`config.mk`:
```
export PLATFORM = sky130hd
export DESIGN_NAME = rc_pulse_to_differential_drive_top
export DESIGN_NICKNAME = d
export VERILOG_FILES = /design/src/rtl/rcpd_pkg.sv /design/src/rtl/rc_pulse_to_differential_drive_top.sv /design/src/rtl/rcpd_div.sv /design/src/rtl/rcpd_datapath.sv /design/src/rtl/rcpd_ctrl.sv
export SDC_FILE = /design/constraint.sdc
export NUM_CORES = 1
export LEC_CHECK = 0
export ABC_AREA = 1
export BUFFER_PORTS_ARGS = -buffer_cell sky130_fd_sc_hd__buf_4
export CAP_MARGIN = 40
export CELL_PAD_IN_SITES_DETAIL_PLACEMENT = 1
export CELL_PAD_IN_SITES_GLOBAL_PLACEMENT = 2
export CORE_MARGIN = 4
export CORE_UTILIZATION = 32
export CTS_CLUSTER_SIZE = 30
export DETAILED_ROUTE_END_ITERATION = 7
export PLACE_DENSITY_LB_ADDON = 0.1
export SYNTH_ARGS = -nofsm -noshare
export SYNTH_HDL_FRONTEND = slang
export SYNTH_HIERARCHICAL = 1
export SYNTH_SLANG_ARGS = --single-unit
```
`constraint.sdc`:
```
create_clock -name clk -period 10.05 [get_ports clk]
set_input_delay 2.01 -clock clk [delete_from_list [all_inputs] [get_ports clk]]
set_output_delay 2.01 -clock clk [all_outputs]
set_load 0.005 [all_outputs]
```
`src/rtl/rcpd_pkg.sv`:
```
// Shared types and constants for the RC pulse to differential drive mixer.
`timescale 1ns / 1ps
`default_nettype none
package rcpd_pkg;

  localparam int COUNT_BITS = 16;
  localparam int QUO_BITS   = 15;
  localparam int MAG_BITS   = 16;
  localparam int DRIVE_BITS = 12;
  localparam int CFG_W      = 16;
  localparam int CFG_IDX_W  = 3;

  localparam logic [MAG_BITS-1:0] ONE_Q15 = 16'h8000;

  // capture sources
  localparam logic [1:0] OP_STEER    = 2'd0;
  localparam logic [1:0] OP_THROTTLE = 2'd1;
  localparam logic [1:0] OP_RANGE    = 2'd2;

  // register indexes
  localparam logic [CFG_IDX_W-1:0] REG_CENTER   = 3'd0;
  localparam logic [CFG_IDX_W-1:0] REG_MIN      = 3'd1;
  localparam logic [CFG_IDX_W-1:0] REG_MAX      = 3'd2;
  localparam logic [CFG_IDX_W-1:0] REG_MARGIN   = 3'd3;
  localparam logic [CFG_IDX_W-1:0] REG_SAFE     = 3'd4;
  localparam logic [CFG_IDX_W-1:0] REG_MAXPOWER = 3'd5;

  // reset values
  localparam logic [15:0] RST_CENTER   = 16'h008C;
  localparam logic [15:0] RST_MIN      = 16'h0060;
  localparam logic [15:0] RST_MAX      = 16'h00B9;
  localparam logic [7:0]  RST_MARGIN   = 8'd2;
  localparam logic [15:0] RST_SAFE     = 16'h0050;
  localparam logic [11:0] RST_MAXPOWER = 12'd1000;

  // multiplier operand selection
  localparam logic [1:0] MUL_INNER = 2'd0;
  localparam logic [1:0] MUL_LEFT  = 2'd1;
  localparam logic [1:0] MUL_RIGHT = 2'd2;

  typedef struct packed {
    logic [1:0]            op;
    logic [COUNT_BITS-1:0] captured_count;
  } in_t;

  typedef struct packed {
    logic [DRIVE_BITS-1:0] left_drive;
    logic [DRIVE_BITS-1:0] right_drive;
    logic                  forward;
  } out_t;

  typedef struct packed {
    logic [15:0]           stick_center;
    logic [15:0]           stick_min;
    logic [15:0]           stick_max;
    logic [7:0]            dead_margin;
    logic [15:0]           safe_distance;
    logic [DRIVE_BITS-1:0] full_drive;
  } cfg_t;

  typedef struct packed {
    logic       capture;
    logic       norm_start;
    logic       norm_sel;     // 0 steering, 1 throttle
    logic       mul_go;
    logic [1:0] mul_sel;
    logic       inner_load;
    logic       left_load;
    logic       result_load;
  } cmd_t;

  typedef struct packed {
    logic norm_done;
    logic out_full;
  } stat_t;

endpackage
`default_nettype wire

```
`src/rtl/rc_pulse_to_differential_drive_top.sv`:
```
// Top level of the RC pulse to differential drive mixer.
//
//   channel   signals                        payload
//   input     in_valid / in_ready            in_data  (op, captured_count)
//   output    out_valid / out_ready          out_data (left_drive, right_drive, forward)
//   config    cfg_we, cfg_index              cfg_data (16 bit, low bits used)
//
// A transaction runs from acceptance to result through the two 15-step normalizing
// divisions on the shared divider and three passes through the shared multiplier.
// A new input is taken once the previous one has left the sequencer, even while its
// result waits in the output register.
// Synchronous reset restores the register defaults and clears all channel state.
// A stalled output holds the sequencer at its final step until out_ready.
`timescale 1ns / 1ps
`default_nettype none
module rc_pulse_to_differential_drive_top (
  input  wire logic                           clk,
  input  wire logic                           rst,
  input  wire logic                           in_valid,
  output logic                                in_ready,
  input  wire rcpd_pkg::in_t                  in_data,
  output logic                                out_valid,
  input  wire logic                           out_ready,
  output rcpd_pkg::out_t                      out_data,
  input  wire logic                           cfg_we,
  input  wire logic [rcpd_pkg::CFG_IDX_W-1:0] cfg_index,
  input  wire logic [rcpd_pkg::CFG_W-1:0]     cfg_data
);

  rcpd_pkg::cfg_t  cfg;
  rcpd_pkg::cmd_t  cmd;
  rcpd_pkg::stat_t stat;

  always_ff @(posedge clk) begin
    if (rst) begin
      cfg.stick_center  <= rcpd_pkg::RST_CENTER;
      cfg.stick_min     <= rcpd_pkg::RST_MIN;
      cfg.stick_max     <= rcpd_pkg::RST_MAX;
      cfg.dead_margin   <= rcpd_pkg::RST_MARGIN;
      cfg.safe_distance <= rcpd_pkg::RST_SAFE;
      cfg.full_drive    <= rcpd_pkg::RST_MAXPOWER;
    end else if (cfg_we) begin
      case (cfg_index)
        rcpd_pkg::REG_CENTER:   cfg.stick_center  <= cfg_data;
        rcpd_pkg::REG_MIN:      cfg.stick_min     <= cfg_data;
        rcpd_pkg::REG_MAX:      cfg.stick_max     <= cfg_data;
        rcpd_pkg::REG_MARGIN:   cfg.dead_margin   <= cfg_data[7:0];
        rcpd_pkg::REG_SAFE:     cfg.safe_distance <= cfg_data;
        rcpd_pkg::REG_MAXPOWER: cfg.full_drive    <= cfg_data[rcpd_pkg::DRIVE_BITS-1:0];
        default: begin
        end
      endcase
    end
  end

  rcpd_ctrl u_ctrl (
    .clk      (clk),
    .rst      (rst),
    .in_valid (in_valid),
    .in_ready (in_ready),
    .cmd      (cmd),
    .stat     (stat)
  );

  rcpd_datapath u_dp (
    .clk       (clk),
    .rst       (rst),
    .cfg       (cfg),
    .cmd       (cmd),
    .stat      (stat),
    .in_data   (in_data),
    .out_ready (out_ready),
    .out_valid (out_valid),
    .out_data  (out_data)
  );

endmodule
`default_nettype wire

```
`src/rtl/rcpd_div.sv`:
```
// Restoring divider, one quotient bit per cycle, for fractions below one.
`timescale 1ns / 1ps
`default_nettype none
module rcpd_div (
  input  wire logic                          clk,
  input  wire logic                          rst,
  input  wire logic                          start,
  input  wire logic [15:0]                   num,
  input  wire logic [15:0]                   den,
  output logic      [rcpd_pkg::QUO_BITS-1:0] quo,
  output logic                               done
);

  logic [15:0] rem;
  logic [15:0] dsr;
  logic [3:0]  cnt;
  logic        busy;
  logic [16:0] shifted;
  logic        take;

  assign shifted = {rem, 1'b0};
  assign take    = (shifted >= {1'b0, dsr});

  always_ff @(posedge clk) begin
    if (rst) begin
      busy <= 1'b0;
      done <= 1'b0;
      cnt  <= '0;
    end else begin
      done <= 1'b0;
      if (start) begin
        busy <= 1'b1;
        cnt  <= 4'(rcpd_pkg::QUO_BITS);
      end else if (busy) begin
        cnt <= cnt - 4'd1;
        if (cnt == 4'd1) begin
          busy <= 1'b0;
          done <= 1'b1;
        end
      end
    end
  end

  always_ff @(posedge clk) begin
    if (start) begin
      rem <= num;
      dsr <= den;
      quo <= '0;
    end else if (busy) begin
      if (take) begin
        rem <= 16'(shifted - {1'b0, dsr});
      end else begin
        rem <= shifted[15:0];
      end
      quo <= {quo[rcpd_pkg::QUO_BITS-2:0], take};
    end
  end

endmodule
`default_nettype wire

```
`src/rtl/rcpd_datapath.sv`:
```
// Datapath: pulse measurement state, normalization, mixing and output register.
`timescale 1ns / 1ps
`default_nettype none
module rcpd_datapath (
  input  wire logic           clk,
  input  wire logic           rst,
  input  wire rcpd_pkg::cfg_t cfg,
  input  wire rcpd_pkg::cmd_t cmd,
  output rcpd_pkg::stat_t     stat,
  input  wire rcpd_pkg::in_t  in_data,
  input  wire logic           out_ready,
  output logic                out_valid,
  output rcpd_pkg::out_t      out_data
);

  localparam int CW = rcpd_pkg::COUNT_BITS;
  localparam int MW = rcpd_pkg::MAG_BITS;

  // measurement state
  logic [2:0]    expect_falling;
  logic [CW-1:0] rising_count [3];
  logic [CW-1:0] steering_width;
  logic [CW-1:0] throttle_width;
  logic          steering_valid;
  logic          throttle_valid;
  logic          too_close;

  // normalized values as sign and magnitude
  logic          steer_neg;
  logic [MW-1:0] steer_mag;
  logic          thr_neg;
  logic [MW-1:0] thr_mag;

  logic [CW-1:0] cap_width;
  logic          cap_chan_ok;
  logic [1:0]    cap_ch;

  assign cap_chan_ok = (in_data.op == rcpd_pkg::OP_STEER) ||
                       (in_data.op == rcpd_pkg::OP_THROTTLE) ||
                       (in_data.op == rcpd_pkg::OP_RANGE);
  assign cap_ch      = in_data.op;
  assign cap_width   = CW'(rising_count[cap_ch] - in_data.captured_count);

  always_ff @(posedge clk) begin
    if (rst) begin
      expect_falling  <= '0;
      rising_count[0] <= '0;
      rising_count[1] <= '0;
      rising_count[2] <= '0;
      steering_width  <= '0;
      throttle_width  <= '0;
      steering_valid  <= 1'b0;
      throttle_valid  <= 1'b0;
      too_close       <= 1'b0;
    end else if (cmd.capture) begin
      too_close <= 1'b0;
      if (cap_chan_ok) begin
        if (!expect_falling[cap_ch]) begin
          rising_count[cap_ch]   <= in_data.captured_count;
          expect_falling[cap_ch] <= 1'b1;
        end else begin
          expect_falling[cap_ch] <= 1'b0;
          case (cap_ch)
            rcpd_pkg::OP_STEER: begin
              steering_width <= cap_width;
              steering_valid <= 1'b1;
            end
            rcpd_pkg::OP_THROTTLE: begin
              throttle_width <= cap_width;
              throttle_valid <= 1'b1;
            end
            default: begin
              too_close <= (cap_width < cfg.safe_distance);
            end
          endcase
        end
      end
    end
  end

  // normalization setup
  logic [CW-1:0] n_width;
  logic          n_valid;
  logic [16:0]   n_d;
  logic          n_neg;
  logic [15:0]   n_abs;
  logic [16:0]   n_den;
  logic          n_den_bad;
  logic          n_zero;
  logic          n_full;

  assign n_width   = cmd.norm_sel ? throttle_width : steering_width;
  assign n_valid   = cmd.norm_sel ? throttle_valid : steering_valid;
  assign n_d       = {1'b0, n_width} - {1'b0, cfg.stick_center};
  assign n_neg     = n_d[16];
  assign n_abs     = n_neg ? 16'(-n_d) : n_d[15:0];
  assign n_den     = n_neg ? ({1'b0, cfg.stick_center} - {1'b0, cfg.stick_min})
                           : ({1'b0, cfg.stick_max} - {1'b0, cfg.stick_center});
  assign n_den_bad = n_den[16] || (n_den == 17'd0);
  assign n_zero    = !n_valid || (n_abs <= {8'd0, cfg.dead_margin});
  assign n_full    = n_den_bad || (n_abs >= n_den[15:0]);

  logic                          div_done;
  logic [rcpd_pkg::QUO_BITS-1:0] div_quo;

  rcpd_div u_div (
    .clk   (clk),
    .rst   (rst),
    .start (cmd.norm_start),
    .num   (n_abs),
    .den   (n_den[15:0]),
    .quo   (div_quo),
    .done  (div_done)
  );

  logic          k_zero;
  logic          k_full;
  logic          k_neg;
  logic          k_sel;
  logic [MW-1:0] k_mag;

  always_ff @(posedge clk) begin
    if (cmd.norm_start) begin
      k_zero <= n_zero;
      k_full <= n_full;
      k_neg  <= n_neg;
      k_sel  <= cmd.norm_sel;
    end
  end

  always_comb begin
    if (k_zero) begin
      k_mag = '0;
    end else if (k_full) begin
      k_mag = rcpd_pkg::ONE_Q15;
    end else begin
      k_mag = {1'b0, div_quo};
    end
  end

  always_ff @(posedge clk) begin
    if (div_done) begin
      if (k_sel) begin
        thr_mag <= k_mag;
        thr_neg <= k_neg && (k_mag != '0);
      end else begin
        steer_mag <= k_mag;
        steer_neg <= k_neg && (k_mag != '0);
      end
    end
  end

  assign stat.norm_done = div_done;

  // mixing
  logic          fwd;
  logic [MW-1:0] speed;
  logic [MW-1:0] inner;
  logic [MW-1:0] left_val;
  logic [MW-1:0] right_val;
  logic [MW-1:0] mul_a;
  logic [MW-1:0] mul_b;
  logic [31:0]   prod;
  logic [rcpd_pkg::DRIVE_BITS-1:0] left_drive;

  assign fwd       = !thr_neg;
  assign speed     = (too_close && fwd) ? '0 : thr_mag;
  assign left_val  = steer_neg ? inner : speed;
  assign right_val = (!steer_neg && (steer_mag != '0)) ? inner : speed;

  always_comb begin
    case (cmd.mul_sel)
      rcpd_pkg::MUL_INNER: begin
        mul_a = speed;
        mul_b = MW'(rcpd_pkg::ONE_Q15 - steer_mag);
      end
      rcpd_pkg::MUL_LEFT: begin
        mul_a = left_val;
        mul_b = {4'd0, cfg.full_drive};
      end
      rcpd_pkg::MUL_RIGHT: begin
        mul_a = right_val;
        mul_b = {4'd0, cfg.full_drive};
      end
      default: begin
        mul_a = '0;
        mul_b = '0;
      end
    endcase
  end

  always_ff @(posedge clk) begin
    if (cmd.mul_go) begin
      prod <= mul_a * mul_b;
    end
    if (cmd.inner_load) begin
      inner <= prod[30:15];
    end
    if (cmd.left_load) begin
      left_drive <= prod[26:15];
    end
  end

  // output register
  always_ff @(posedge clk) begin
    if (rst) begin
      out_valid <= 1'b0;
    end else if (cmd.result_load) begin
      out_valid <= 1'b1;
    end else if (out_ready) begin
      out_valid <= 1'b0;
    end
  end

  always_ff @(posedge clk) begin
    if (cmd.result_load) begin
      out_data.left_drive  <= left_drive;
      out_data.right_drive <= prod[26:15];
      out_data.forward     <= fwd;
    end
  end

  assign stat.out_full = out_valid && !out_ready;

endmodule
`default_nettype wire

```
`src/rtl/rcpd_ctrl.sv`:
```
// Controller: sequences capture, two normalizations, three multiplies, output.
`timescale 1ns / 1ps
`default_nettype none
module rcpd_ctrl (
  input  wire logic            clk,
  input  wire logic            rst,
  input  wire logic            in_valid,
  output logic                 in_ready,
  output rcpd_pkg::cmd_t       cmd,
  input  wire rcpd_pkg::stat_t stat
);

  localparam logic [3:0] S_IDLE    = 4'd0;
  localparam logic [3:0] S_NORM_S  = 4'd1;
  localparam logic [3:0] S_WAIT_S  = 4'd2;
  localparam logic [3:0] S_NORM_T  = 4'd3;
  localparam logic [3:0] S_WAIT_T  = 4'd4;
  localparam logic [3:0] S_MUL_I   = 4'd5;
  localparam logic [3:0] S_LOAD_I  = 4'd6;
  localparam logic [3:0] S_MUL_L   = 4'd7;
  localparam logic [3:0] S_MUL_R   = 4'd8;
  localparam logic [3:0] S_FIN     = 4'd9;

  logic [3:0] state;
  logic [3:0] state_next;

  assign in_ready = (state == S_IDLE);

  always_comb begin
    state_next = state;
    cmd        = '0;
    case (state)
      S_IDLE: begin
        if (in_valid) begin
          cmd.capture = 1'b1;
          state_next  = S_NORM_S;
        end
      end
      S_NORM_S: begin
        cmd.norm_start = 1'b1;
        state_next     = S_WAIT_S;
      end
      S_WAIT_S: begin
        if (stat.norm_done) begin
          state_next = S_NORM_T;
        end
      end
      S_NORM_T: begin
        cmd.norm_start = 1'b1;
        cmd.norm_sel   = 1'b1;
        state_next     = S_WAIT_T;
      end
      S_WAIT_T: begin
        cmd.norm_sel = 1'b1;
        if (stat.norm_done) begin
          state_next = S_MUL_I;
        end
      end
      S_MUL_I: begin
        cmd.mul_go  = 1'b1;
        cmd.mul_sel = rcpd_pkg::MUL_INNER;
        state_next  = S_LOAD_I;
      end
      S_LOAD_I: begin
        cmd.inner_load = 1'b1;
        state_next     = S_MUL_L;
      end
      S_MUL_L: begin
        cmd.mul_go  = 1'b1;
        cmd.mul_sel = rcpd_pkg::MUL_LEFT;
        state_next  = S_MUL_R;
      end
      S_MUL_R: begin
        cmd.left_load = 1'b1;
        cmd.mul_go    = 1'b1;
        cmd.mul_sel   = rcpd_pkg::MUL_RIGHT;
        state_next    = S_FIN;
      end
      S_FIN: begin
        // hold until the output register frees up
        if (!stat.out_full) begin
          cmd.result_load = 1'b1;
          state_next      = S_IDLE;
        end
      end
      default: begin
        state_next = S_IDLE;
      end
    endcase
  end

  always_ff @(posedge clk) begin
    if (rst) begin
      state <= S_IDLE;
    end else begin
      state <= state_next;
    end
  end

endmodule
`default_nettype wire
```
# After elaboration in Yosys (flattened, before gate mapping)
# Memory sizes are Yosys's and may differ from the RTL's.
# Cells that the tools add are included.
[word_totals] regBits=302 ram_bits=48 inputBits=42 out_inout_bits=27 wordCells=173 memories=1
[classes] n_addsub=8 mul=1 order_cmp=6 eq_ne=23 mux=54 bitwise_logic=5 reduce_logical=41
[memory_table] memory="u_dp.rising_count" depth=3 width=16 rd=1 rd_clocked_by_memory_dff=0 write_ports=3 line="rcpd_datapath.sv:21" source="logic [CW-1:0] rising_count [3];"
[ops] operator="2-to-1 mux 16 bit" n=11
[ops] operator="subtractor 16 x 16 -> 17 bit" n=3
[ops] operator="one-hot mux 16 bit (3 select lines)" n=1
[ops] operator="one-hot mux 4 bit (10 select lines)" n=1
[ops] operator="one-hot mux 16 bit (2 select lines)" n=1
[ops] operator="nonzero test 16 bit" n=2
[ops] operator="subtractor 16 bit" n=2
[ops] operator="multiplier 16 x 16 -> 31 bit" n=1
[ops] operator="2-to-1 mux 1 bit" n=28
[ops] operator="2-to-1 mux 4 bit" n=6
[ops] operator="AND reduction 2 bit" n=9
[ops] operator="greater-or-equal comparator 17 x 16 -> 1 bit" n=1
[ops] operator="logical NOT 17 bit" n=1
[ops] operator="2-to-1 mux 17 bit" n=1
[ops] operator="equality test 4 x 3 -> 1 bit, second input constant" n=4
[ops] operator="greater-or-equal comparator 16 bit" n=1
[ops] operator="<= comparator 16 x 8 -> 1 bit" n=1
[ops] operator="less-than comparator 16 bit" n=1
[ops] operator="negator 16 bit" n=1
[ops] operator="OR reduction 16 bit" n=1
[ops] operator="subtractor 16 bit, first input constant" n=1
[ops] operator="AND reduction 4 bit" n=3
[ops] operator="one-hot mux 3 bit (3 select lines)" n=1
[ops] operator="equality test 4 x 1 -> 1 bit, second input constant" n=2
[ops] operator="29 further kinds" n=54

# Longest topological paths before layout
[logic_depth] depth_word=9 ltp_mapped=38 ltp_nobuf=37

# Modules after synthesis
# The synthesis kept the hierarchy.
[modules_own_cells] mod="rcpd_datapath" n_inst=1 cells_each=2737 area_per_inst_um2=22034.9 seq_area_each_um2=5915.7
[modules_own_cells] mod="rc_pulse_to_differential_drive_top" n_inst=1 cells_each=472 area_per_inst_um2=3358.2 seq_area_each_um2=1681.6
[modules_own_cells] mod="rcpd_div" n_inst=1 cells_each=431 area_per_inst_um2=3319.4 seq_area_each_um2=1381.3
[modules_own_cells] mod="rcpd_ctrl" n_inst=1 cells_each=55 area_per_inst_um2=307.8 seq_area_each_um2=80.1

# Worst setup path after synthesis
# No wires, ideal clock.
[synth_path] path_kind="reg2reg" start="reg u_ctrl.state[0]" end="reg u_dp.prod[29] (data pin)" setup_ns=0.258 t_arrival_ns=6.784 t_required_ns=9.792 setup_slack_ns=3.008 path_stages_with_launch=36 path_buffers=1 period_less_slack_ns=7.042 path_cell_list="dfxtp_1 > nor2_2 > nand3_1 > inv_1 > inv_1 > ha_1 > inv_2 > nand2_1 > inv_1 > nor2_1 > clkbuf_1 > nand2_1 > o211ai_1 > nand2_2 > inv_1 > nand2_1 > fa_1 > inv_1 > fa_1 > inv_1 > fa_1 > inv_1 > fa_1 > fa_1 > inv_1 > fa_1 > inv_1 > ha_1 > a21oi_1 > o21a_1 > inv_1 > a21oi_1 > inv_1 > a221oi_1 > nand2_1 > xor2_1"
[synth_lines] item="start, declared" line="rcpd_ctrl.sv:24" source="logic [3:0] state;"
[synth_lines] item="start signal, assigned" line="rcpd_ctrl.sv:96" source="state <= state_next;"
[synth_lines] item="end signal, assigned" line="rcpd_datapath.sv:194" source="prod <= mul_a * mul_b;"
[synth_lines] item="end, declared" line="rcpd_datapath.sv:163" source="logic [31:0] prod;"

==> impl_metrics.env <==
export IMPL_status="completed"
export IMPL_cts_hold_fix_buffers=0
export IMPL_cts_buffer_depth=3
export IMPL_synth_top_area_cell="edfxtp_1"
export IMPL_dr_pass1_iters=5
export IMPL_dieHeight_um=309
export IMPL_post_synth_cell_area_avg_um2=7.85
export IMPL_reg2reg_depth=31
export IMPL_mostFrequentLayoutCells="837 x nand2_1, 664 x inv_1, 459 x nor2_1"
export IMPL_finalCritPeriodShare_pct=88.8
export IMPL_arrival_ns=9.27
export IMPL_dieArea_mm2=0.0956
export IMPL_place_hpwl_um=84000
export IMPL_rr_endpoint="u_dp/prod[26]$_DFFE_PP_"
export IMPL_row_count=110
export IMPL_critical_path_class="register to register"
export IMPL_first_iter_violations=1121
export IMPL_peakVddDrop_v=0.000222
export IMPL_h_tree_depth=2
export IMPL_crit_buf_inv=9
export IMPL_grt_overflow=0
export IMPL_initial_core_util_pct=32.2
export IMPL_num_vias=24400
export IMPL_crit_path_end_kind="register"
export IMPL_endpoint="u_dp/prod[26]$_DFFE_PP_"
export IMPL_top_usage_layer="met2"
export IMPL_synth_seq_cells=351
export IMPL_synth_seq_area_share_pct=31.2
export IMPL_worst_path_stages=31
export IMPL_synthArstFlopShare_pct=0
export IMPL_setup_viol=0
export IMPL_wl_per_cell_um=20.6
export IMPL_synth_edff_count=203
export IMPL_power_uw=8100
export IMPL_r2r_start="u_ctrl/state[0]$_SDFFE_PP0P_"
export IMPL_io_pins=69
export IMPL_max_freq_ghz=0.112
export IMPL_fin_area_mm2=0.0322
export IMPL_ant_nets=0
export IMPL_cts_root_buf="clkbuf_16"
export IMPL_dpl_cell_area_mm2=0.0309
export IMPL_fin_nets=4228
export IMPL_reg2reg_slack_ns=1.12
export IMPL_cts_sinks=351
export IMPL_whs_ns=0.417
export IMPL_path_delay_family="adder cells"
export IMPL_synth_cells=3695
export IMPL_yosysWarnings=6
export IMPL_wl_um=103000
export IMPL_syn_area_mm2=0.0290
export IMPL_n_antenna_cell=0
export IMPL_cts_buffers=43
export IMPL_tritoncts="yes"
export IMPL_portBuffers=68
export IMPL_fillers=11000
export IMPL_ctsResizeCount=0
export IMPL_die_w_um=309
export IMPL_cpMostUsedCell="inv_1"
export IMPL_grt_pass1_vias=26400
export IMPL_worst_pin_slew_ns=0.949
export IMPL_drv_slew=0
export IMPL_fin_util_pct=35.8
export IMPL_cp_slowest_stage_delay_ns=0.72
export IMPL_multi_input_area_mm2=0.0170
export IMPL_tns_ns=0
export IMPL_rsz0062_at_grt="no"
export IMPL_coreArea_mm2=0.0900
export IMPL_ys_types=67
export IMPL_cts_clk_slew_worst_paths_ns=0.06
export IMPL_gp_congestion=0.929
export IMPL_cp_startpoint="u_ctrl/state[0]$_SDFFE_PP0P_"
export IMPL_synth_top_cell_area_share_pct=21.0
export IMPL_clk_latency_ns=0.61
export IMPL_start_kind="register"
export IMPL_drc_errors=0
export IMPL_hold_class="register to register"
export IMPL_p_leak_uw=0.0152
export IMPL_hold_viol=0
export IMPL_worstPathMaxFanout=13
export IMPL_use_met3_pct=2.55
export IMPL_fin_skew_ns=0.0249
export IMPL_synth_area_top_cells="edfxtp_1 21%, fa_1 14%, nand2_1 11%, dfxtp_1 10%, ha_1 9.6%"
export IMPL_antenna_found_initial=2
export IMPL_seqCellArea_mm2=0.00906
export IMPL_use_met2_pct=36.2
export IMPL_synth_ff_type="edfxtp_1"
export IMPL_grt_first_pass_wirelength_um=158000
export IMPL_layout_commonest_cell="nand2_1"
export IMPL_relSlewSlack_pct=36.7
export IMPL_drt_vias_per_instance=4.91
export IMPL_p_per_area_mw_per_mm2=251
export IMPL_drv_cap=0
export IMPL_fin_crit_ns=8.93
export IMPL_gr_usage_all_layers_pct=21.7
export IMPL_slowest_stage="nor2_1"
export IMPL_cts_setup_buffers=0
export IMPL_area_growth_pct=11.1
export IMPL_grt_met1_usage_pct=29.8
export IMPL_worst_ep_required_time_ns=10.39
export IMPL_grt_max_degree=85
export IMPL_drive_gt1_share_pct=7.92
[flip-flops by register name, indices dropped and copies added, names as in the netlist, 4 cells and up, named ones only]
signal	flops
cfg	84
u_dp/rising_count	64
u_dp/out_data	25
u_dp/inner	16
u_dp/prod	16
u_dp/steer_mag	16
u_dp/steering_width	16
u_dp/thr_mag	16
u_dp/throttle_width	16
u_dp/u_div/dsr	16
u_dp/u_div/rem	16
u_dp/u_div/quo	15
u_dp/left_drive	12
u_ctrl/state	4
u_dp/u_div/cnt	4
[cell usage after synthesis (28+ instances only)]
cell,n
a21oi_1,133
clkbuf_1,33
dfxtp_1,148
edfxtp_1,203
fa_1,197
ha_1,223
inv_1,665
nand2_1,837
nand2_2,41
nand3_1,212
nand4_1,28
nor2_1,462
o21ai_0,100
xnor2_1,29
xor2_1,40
[final cells by class]
type | instances | area share (%)
Clock inverter | 24 | 0.737
Tap cell | 1176 | 4.56
Sequential cell | 351 | 28.1
Timing Repair Buffer | 91 | 2.17
Multi-Input combinational cell | 2587 | 52.8
Inverter | 692 | 8.06
Clock buffer | 56 | 3.55
[per-layer routing]
layer  up-vias  share of wire [%]
met2       392                 46
li1      11800                  -
met1     12100                 47
met3       115                3.7
met4         0                2.8
met5         -                  0
[power by group]
| group | internal [uW] | switching (uW) | total [uW] |
|---|---|---|---|
| registers | 1800 | 85.0 | 1880 |
| logic | 1560 | 3110 | 4670 |
| clock network | 870 | 679 | 1550 |
[cells by family after synthesis]
family	count (synthesis)	synth area share, %
simple gates	1697	25.1
buf+inv	772	10.4
fa+ha+maj	420	23.2
compound gates	383	7.93
flops	351	31.2
xor+xnor	70	2.14
other cells	1	0.0129
mux	1	0.0388
[through the flow]
stage | setup slack [ns] | std cells
global placement | 1.44 | 4893
global route | 0.608 | 4977
finish | 1.12 | 4977
detailed placement | 1.27 | 4897
CTS | 1.24 | 4977
floorplan | 3.01 | 3710
[worst min-delay path by stage]
stage	from	to	depth (start not counted)
floorplan	u_dp/prod[27]$_DFFE_PP_	u_dp/inner[12]$_DFFE_PP_	0
CTS	u_dp/left_drive[10]$_DFFE_PP_	u_dp/out_data[23]$_DFFE_PP_	0
detailed placement	u_dp/left_drive[4]$_DFFE_PP_	u_dp/out_data[17]$_DFFE_PP_	0
global route	u_dp/prod[28]$_DFFE_PP_	u_dp/inner[13]$_DFFE_PP_	0
global placement	u_dp/left_drive[9]$_DFFE_PP_	u_dp/out_data[22]$_DFFE_PP_	0
finish	u_dp/left_drive[10]$_DFFE_PP_	u_dp/out_data[23]$_DFFE_PP_	0
(Power assumes the default switching activity.)
